**src/rtl/ose_pkg.sv**
```systemverilog
`default_nettype none

package ose_pkg;

    localparam int WORD_W       = 64;
    localparam int OP_W         = 3;
    localparam int STATUS_W     = 2;
    localparam int DEPTH_W      = 8;
    localparam int STACK_DEPTH_DEF = 128;

    localparam logic [OP_W-1:0] OP_PUSH  = 3'd0;
    localparam logic [OP_W-1:0] OP_POP   = 3'd1;
    localparam logic [OP_W-1:0] OP_PEEK  = 3'd2;
    localparam logic [OP_W-1:0] OP_DUP   = 3'd3;
    localparam logic [OP_W-1:0] OP_SWAP  = 3'd4;
    localparam logic [OP_W-1:0] OP_CLEAR = 3'd5;

    localparam logic [STATUS_W-1:0] ST_OK    = 2'd0;
    localparam logic [STATUS_W-1:0] ST_UNDER = 2'd1;
    localparam logic [STATUS_W-1:0] ST_OVER  = 2'd2;

    localparam logic [1:0] SEL_FREE   = 2'd0;
    localparam logic [1:0] SEL_TOP    = 2'd1;
    localparam logic [1:0] SEL_SECOND = 2'd2;

    localparam logic [1:0] WD_PUSH  = 2'd0;
    localparam logic [1:0] WD_RDATA = 2'd1;
    localparam logic [1:0] WD_TMP   = 2'd2;

    localparam logic [1:0] CNT_HOLD = 2'd0;
    localparam logic [1:0] CNT_INC  = 2'd1;
    localparam logic [1:0] CNT_DEC  = 2'd2;
    localparam logic [1:0] CNT_CLR  = 2'd3;

    typedef struct packed {
        logic [OP_W-1:0]   req_type;
        logic [WORD_W-1:0] push_value;
    } req_t;

    typedef struct packed {
        logic [WORD_W-1:0]   read_word;
        logic [STATUS_W-1:0] status;
        logic [DEPTH_W-1:0]  depth_now;
    } rsp_t;

    typedef struct packed {
        logic                req_load;
        logic                rd_en;
        logic [1:0]          rd_sel;
        logic                wr_en;
        logic [1:0]          wr_sel;
        logic [1:0]          wd_sel;
        logic                tmp_load;
        logic [1:0]          cnt_op;
        logic                res_set;
        logic [STATUS_W-1:0] res_status;
        logic                res_word;
        logic                out_load;
    } ose_cmd_t;

    typedef struct packed {
        logic [OP_W-1:0] op;
        logic            empty;
        logic            full;
        logic            lt2;
        logic            out_free;
    } ose_stat_t;

endpackage

`default_nettype wire

```
**src/rtl/ose_ctrl.sv**
```systemverilog
`default_nettype none

module ose_ctrl
    import ose_pkg::*;
(
    input  wire logic      aclk,
    input  wire logic      aresetn,
    input  wire logic      s_valid,
    output logic           s_ready,
    input  wire ose_stat_t stat,
    output ose_cmd_t       cmd
);

    localparam logic [2:0] S_IDLE   = 3'd0;
    localparam logic [2:0] S_EXEC   = 3'd1;
    localparam logic [2:0] S_DUPW   = 3'd2;
    localparam logic [2:0] S_SWPA   = 3'd3;
    localparam logic [2:0] S_SWPB   = 3'd4;
    localparam logic [2:0] S_SWPC   = 3'd5;
    localparam logic [2:0] S_FINISH = 3'd6;

    logic [2:0] state_reg;
    logic [2:0] state_next;

    always_ff @(posedge aclk) begin
        if (!aresetn) begin
            state_reg <= S_IDLE;
        end else begin
            state_reg <= state_next;
        end
    end

    assign s_ready = (state_reg == S_IDLE);

    always_comb begin
        cmd        = '0;
        state_next = state_reg;
        unique case (state_reg)
            S_IDLE: begin
                if (s_valid) begin
                    cmd.req_load = 1'b1;
                    state_next   = S_EXEC;
                end
            end
            S_EXEC: begin
                cmd.res_set    = 1'b1;
                cmd.res_status = ST_OK;
                state_next     = S_FINISH;
                unique case (stat.op)
                    OP_PUSH: begin
                        if (stat.full) begin
                            cmd.res_status = ST_OVER;
                        end else begin
                            cmd.wr_en  = 1'b1;
                            cmd.wr_sel = SEL_FREE;
                            cmd.wd_sel = WD_PUSH;
                            cmd.cnt_op = CNT_INC;
                        end
                    end
                    OP_POP: begin
                        if (stat.empty) begin
                            cmd.res_status = ST_UNDER;
                        end else begin
                            cmd.rd_en    = 1'b1;
                            cmd.rd_sel   = SEL_TOP;
                            cmd.cnt_op   = CNT_DEC;
                            cmd.res_word = 1'b1;
                        end
                    end
                    OP_PEEK: begin
                        if (stat.empty) begin
                            cmd.res_status = ST_UNDER;
                        end else begin
                            cmd.rd_en    = 1'b1;
                            cmd.rd_sel   = SEL_TOP;
                            cmd.res_word = 1'b1;
                        end
                    end
                    OP_DUP: begin
                        if (stat.empty) begin
                            cmd.res_status = ST_UNDER;
                        end else if (stat.full) begin
                            cmd.res_status = ST_OVER;
                        end else begin
                            cmd.rd_en  = 1'b1;
                            cmd.rd_sel = SEL_TOP;
                            state_next = S_DUPW;
                        end
                    end
                    OP_SWAP: begin
                        if (stat.lt2) begin
                            cmd.res_status = ST_UNDER;
                        end else begin
                            cmd.rd_en  = 1'b1;
                            cmd.rd_sel = SEL_TOP;
                            state_next = S_SWPA;
                        end
                    end
                    OP_CLEAR: begin
                        cmd.cnt_op = CNT_CLR;
                    end
                    default: begin
                    end
                endcase
            end
            S_DUPW: begin
                cmd.wr_en  = 1'b1;
                cmd.wr_sel = SEL_FREE;
                cmd.wd_sel = WD_RDATA;
                cmd.cnt_op = CNT_INC;
                state_next = S_FINISH;
            end
            S_SWPA: begin
                cmd.rd_en    = 1'b1;
                cmd.rd_sel   = SEL_SECOND;
                cmd.tmp_load = 1'b1;
                state_next   = S_SWPB;
            end
            S_SWPB: begin
                cmd.wr_en  = 1'b1;
                cmd.wr_sel = SEL_SECOND;
                cmd.wd_sel = WD_TMP;
                state_next = S_SWPC;
            end
            S_SWPC: begin
                cmd.wr_en  = 1'b1;
                cmd.wr_sel = SEL_TOP;
                cmd.wd_sel = WD_RDATA;
                state_next = S_FINISH;
            end
            S_FINISH: begin
                if (stat.out_free) begin
                    cmd.out_load = 1'b1;
                    state_next   = S_IDLE;
                end
            end
            default: begin
                state_next = S_IDLE;
            end
        endcase
    end

endmodule

`default_nettype wire

```
**config.mk**
```make
export PLATFORM = sky130hd
export DESIGN_NAME = ose_ctrl
export DESIGN_NICKNAME = d
export VERILOG_FILES = /design/src/rtl/ose_pkg.sv /design/src/rtl/ose_ctrl.sv
export SDC_FILE = /design/constraint.sdc
export NUM_CORES = 1
export LEC_CHECK = 0
export BUFFER_PORTS_ARGS = -buffer_cell sky130_fd_sc_hd__buf_2
export CAP_MARGIN = 20
export CORE_AREA = 2 2 39 41
export CTS_CLUSTER_DIAMETER = 60
export CTS_CLUSTER_SIZE = 40
export DETAILED_ROUTE_END_ITERATION = 16
export DIE_AREA = 0 0 41 43
export PLACE_DENSITY = 0.74
export SLEW_MARGIN = 20
export SYNTH_ARGS = -nofsm -noshare
export SYNTH_HDL_FRONTEND = slang
export SYNTH_SLANG_ARGS = --single-unit
```
**constraint.sdc**
```tcl
create_clock -name aclk -period 1.8 [get_ports aclk]
set_clock_uncertainty 0.2 [all_clocks]
set_input_delay 0.09 -clock aclk [delete_from_list [all_inputs] [get_ports aclk]]
set_output_delay 0.09 -clock aclk [all_outputs]
set_load 0.01 [all_outputs]
```
# After elaboration in Yosys (flattened, before gate mapping)
# Index checks and enable logic that the tools add are counted.
[word_totals] out_inout_bits=18 reg_bits=3 wordCells=52 in_bits=10
[op_classes] eq_ne=13 n_mux=33 reduce_logical=5
[ops] cell="3-bit 2-to-1 mux" count=9
[ops] cell="5-bit case mux with 4 select lines" count=1
[ops] cell="3-bit case mux with 6 select lines" count=1
[ops] cell="3-bit == test (second input constant)" count=5
[ops] cell="3-bit by 2-bit == test with 1-bit output (second input constant)" count=4
[ops] cell="3-bit case mux with 2 select lines" count=2
[ops] cell="1-bit 2-to-1 mux" count=10
[ops] cell="5-bit 2-to-1 mux" count=2
[ops] cell="3-bit case mux with 3 select lines" count=1
[ops] cell="2-bit case mux with 4 select lines" count=1
[ops] cell="3-bit by 1-bit == test with 1-bit output (second input constant)" count=2
[ops] cell="3-bit zero test" count=2
[ops] cell="2-bit 2-to-1 mux" count=3
[ops] cell="2-bit case mux with 3 select lines" count=1
[ops] cell="4-bit 2-to-1 mux" count=1
[ops] cell="2-bit != test (second input constant)" count=2
[ops] cell="2-bit case mux with 2 select lines" count=1
[ops] cell="2-bit OR reduction" count=2
[ops] cell="2-bit AND reduction" count=1

# Longest topological paths before layout
[logic_depth] word_depth=4 mapped_depth=4

# Worst setup path before layout
# Ideal clock, no wire load.
[synth_timing] path_type="register to output" from="register state_reg[1]" to="output port cmd[1] (netlist bit)" required_time_ps=1510 stages_incl_launch_ff=4 arrival_time_ps=1444 path_buffers=1 slack_ps=66 cell_sequence="dfxtp_1 > buf_4 > nor3b_1 > nor4b_1"
[synth_rtl] item="from (decl)" line_no="ose_ctrl.sv:22" source="logic [2:0] state_reg;"
[synth_rtl] item="from (signal assigned)" line_no="ose_ctrl.sv:29" source="state_reg <= state_next;"
[synth_rtl] item="to (decl)" line_no="ose_ctrl.sv:11" source="output ose_cmd_t cmd"

==> summary.txt <==
Timing
  • RSZ-0062 raised after global routing: no
  • Peak Freq: 613 MHz
  • Worst slew pin tran: about 0.21 ns
  • Count of final setup violators: 0
  • Post-layout min period: 1.63 ns
  • Tcrit/Tclk final: 90.6%
  • Final slew viol count: 0
  • Final hold violation count: 0
  • Slew margin rel.: between 80% and 90%
  • Setup TNS: 0 ns

Global route
  • First-pass GRT wire length: 1830 µm
  • Antenna violations before repair: 0
  • Overflow after GRT: 0
  • Number of global-route vias before repair: between 400 and 500
  • Largest net degree at the start of global routing: 17
  • Total track usage: between 15 and 20%

Layout
  • Commonest cells after routing, fill and taps aside: buf_2 (27), nor2_1 (6), nand2_1 (4)
  • Non-Filler Instances: slightly above 100
  • Layout cells sized above 1: 46.5%
  • Nets@finish: 97
  • Most common cell after layout, fill and taps aside: buf_2
  • Max reg flops: 3
  • Final Cell Area: between 500 and 600 µm²
  • Synth-to-layout area growth: 39.4%
  • N_diodes: 0

Setup path
  • CP endpoint kind: output pin
  • Max Fanout on Critical Path: 6
  • Worst r2r src: state_reg[0]
  • CP Depth: 4
  • Setup crit end: cmd[1]
  • R2R setup slack: ~0.52 ns
  • Crit-path cells: nor3b_2 -> buf_4 -> nor4b_1 -> buf_2
  • Crit path launch type: register
  • Slowest stage delay, CP: 0.39 ns
  • Crit path buf inv count: 2
  • Crit path max-delay family: flip-flops
  • Setup CP Type: register to output pin
  • Worst R2R Path Depth: 4
  • CP max-delay cell: dfxtp_1
  • RR Endpoint: state_reg[1]
  • CP arrival: 1.34 ns
  • Worst endpoint required time: 1.51 ns
  • Worst setup startpoint: state_reg[0]

Logic synthesis
  • Syn nets: between 60 and 70
  • Sequential fraction of the synthesis area: approximately 14%
  • Synth warnings: 0
  • Number of synthesized register bits: 3
  • Netlist cell types: 32
  • Mean Syn Cell Area: around 7.3 µm²
  • Syn Std Cell Area: about 430 µm²
  • Syn Inst Count: 59

Outcome
  • Status: complete, no violations

Routing
  • Detail Route Antenna Nets: 0
  • Post-DR vias/cell: 5.11
  • DR iter-0 viols: 5
  • Pre-antenna DRT Iters: 4
  • Total Wirelength: between 1000 and 1500 µm
  • DR WL/cell: between 10 and 15 µm
  • DRC: 0
  • Via count: between 500 and 600

Clocking
  • Clock latency on the worst-skew pair: 0.24 ns
  • CTS tree: done
  • Clock transition at the registers of the reported paths: roughly 0.04 ns
  • CTS Root Cell: clkbuf_4
  • CTS Buf Count: 3
  • CTS H-tree lvls: 1
  • Clock buffer depth: 2
  • Clk sinks: 3

Floorplan
  • Initial Util: 31.0%
  • I/O pins: 28
  • Die area: roughly 1800 µm²
  • Die Wd: around 41 µm
  • Placeable Area: 1380 µm²
  • Row Count: 14
  • Die Height: 43 µm

Placement
  • PortBufs: 27
  • Placement Cell Area: between 500 and 600 µm²
  • Placer Congestion: just over 0.8
  • Post-Place Cells: 97
  • Dpl hpwl: 836 µm

Power
  • Pleak: around 0.00030 µW
  • Peak supply drop: about 0.00034 V
  • Pwr dens: 752 nW/µm²

Flow run
  • MaxCap Viol Count: 0

Min path
  • Tightest Hold Check Type: input pin to register
==> repair_timing <==
action / CTS / global route
resized for setup: 0 / 2
buffers inserted: 0 / 0
endpoints found under the hold margin: 3 / 0
endpoints found under the setup margin: 0 / 1
hold buffers: 1 / 0
==> worst min path at each step <==
stage	slack [ns]	to	cells after the start	start
after global placement	0.12	state_reg[1]	2	aresetn
after floorplan	0.008	state_reg[1]	1	aresetn
after CTS	0.01	state_reg[2]	3	stat[0]
final	0.008	state_reg[1]	3	stat[0]
after global routing	0.03	state_reg[1]	3	stat[0]
after detailed placement	0.13	state_reg[1]	2	aresetn
==> where the power goes <==
group | internal (µW) | switching (µW) | leakage (µW)
combinational | 110 | 120 | 0.000262
sequential | 80.1 | 17.2 | 0.0000253
clock | 83.3 | 38.8 | 0.0000150
==> final cells by class <==
cell class | count | area (µm²)
well taps | 16 | 20.0
multi-input cells | 47 | 319
flip-flops and latches | 3 | 61.3
clock buffers | 4 | 26.3
fillers | 162 | 786
inverters | 1 | 3.75
repair buffers | 31 | 168
==> synthesized netlist by cell type <==
library cell	number	area share [%]
nor2_1	6	5.2
nand2_1	4	3.5
and2_1	3	4.4
buf_4	3	5.2
dfxtp_1	3	14
nor3_1	3	3.5
o21ai_0	3	3.5
a21oi_1	2	2.3
buf_2	2	2.3
clkbuf_1	2	1.7
nand2b_1	2	2.9
nor3b_1	2	3.5
o211ai_1	2	3.5
o21bai_1	2	3.5
o22ai_1	2	2.9
o311a_1	2	4.7
a211o_1	1	2.0
a22o_2	1	2.3
a31oi_1	1	1.5
and2_2	1	1.7
and4_2	1	2.3
and4b_1	1	2.3
and4bb_2	1	2.9
buf_6	1	2.6
inv_1	1	0.87
mux2i_1	1	2.3
nand3b_1	1	1.7
nor2b_1	1	1.5
nor4b_1	1	2.0
o21a_1	1	1.7
or4b_4	1	3.2
xnor2_1	1	2.0
==> through the flow <==
stage               hold WS (ns)  setup WS (ns)  util, %  power [µW]
floorplan                0.00753         0.0661        -         253
global placement           0.123          0.223     40.1         322
detailed placement         0.126          0.208     40.1         325
CTS                       0.0148         0.0902     42.8         451
global route              0.0343         0.0183     43.2         492
finish                   0.00811          0.169     43.2         450
==> metal layers <==
metal | vias to the layer above | GRT usage (%) | wire length, µm
met4 | 0 | 10.0 | 14
met1 | 227 | 20.8 | 487
met3 | 2 | 4.71 | 91
li1 | 270 | - | -
met5 | - | 0 | 0
met2 | 22 | 20.0 | 522
==> kinds of logic (layout without fill, tap and decap cells) <==
kind of cell	after synthesis	in the layout	synth area share, %
AOI/OAI and AO/OA	17	17	28.0
xor gates and xnor gates	1	1	2.04
buffers and inverters	9	36	12.8
DFF	3	3	14.0
muxes	1	1	2.33
and+or+nand+nor	28	28	40.8
==> worst min-delay path, cell delays in order <==
cell	delay (ns)
buf_2	0.10
a21oi_1	0.06
o21a_1	0.16
No activity file was read; power rests on OpenSTA's default activity.
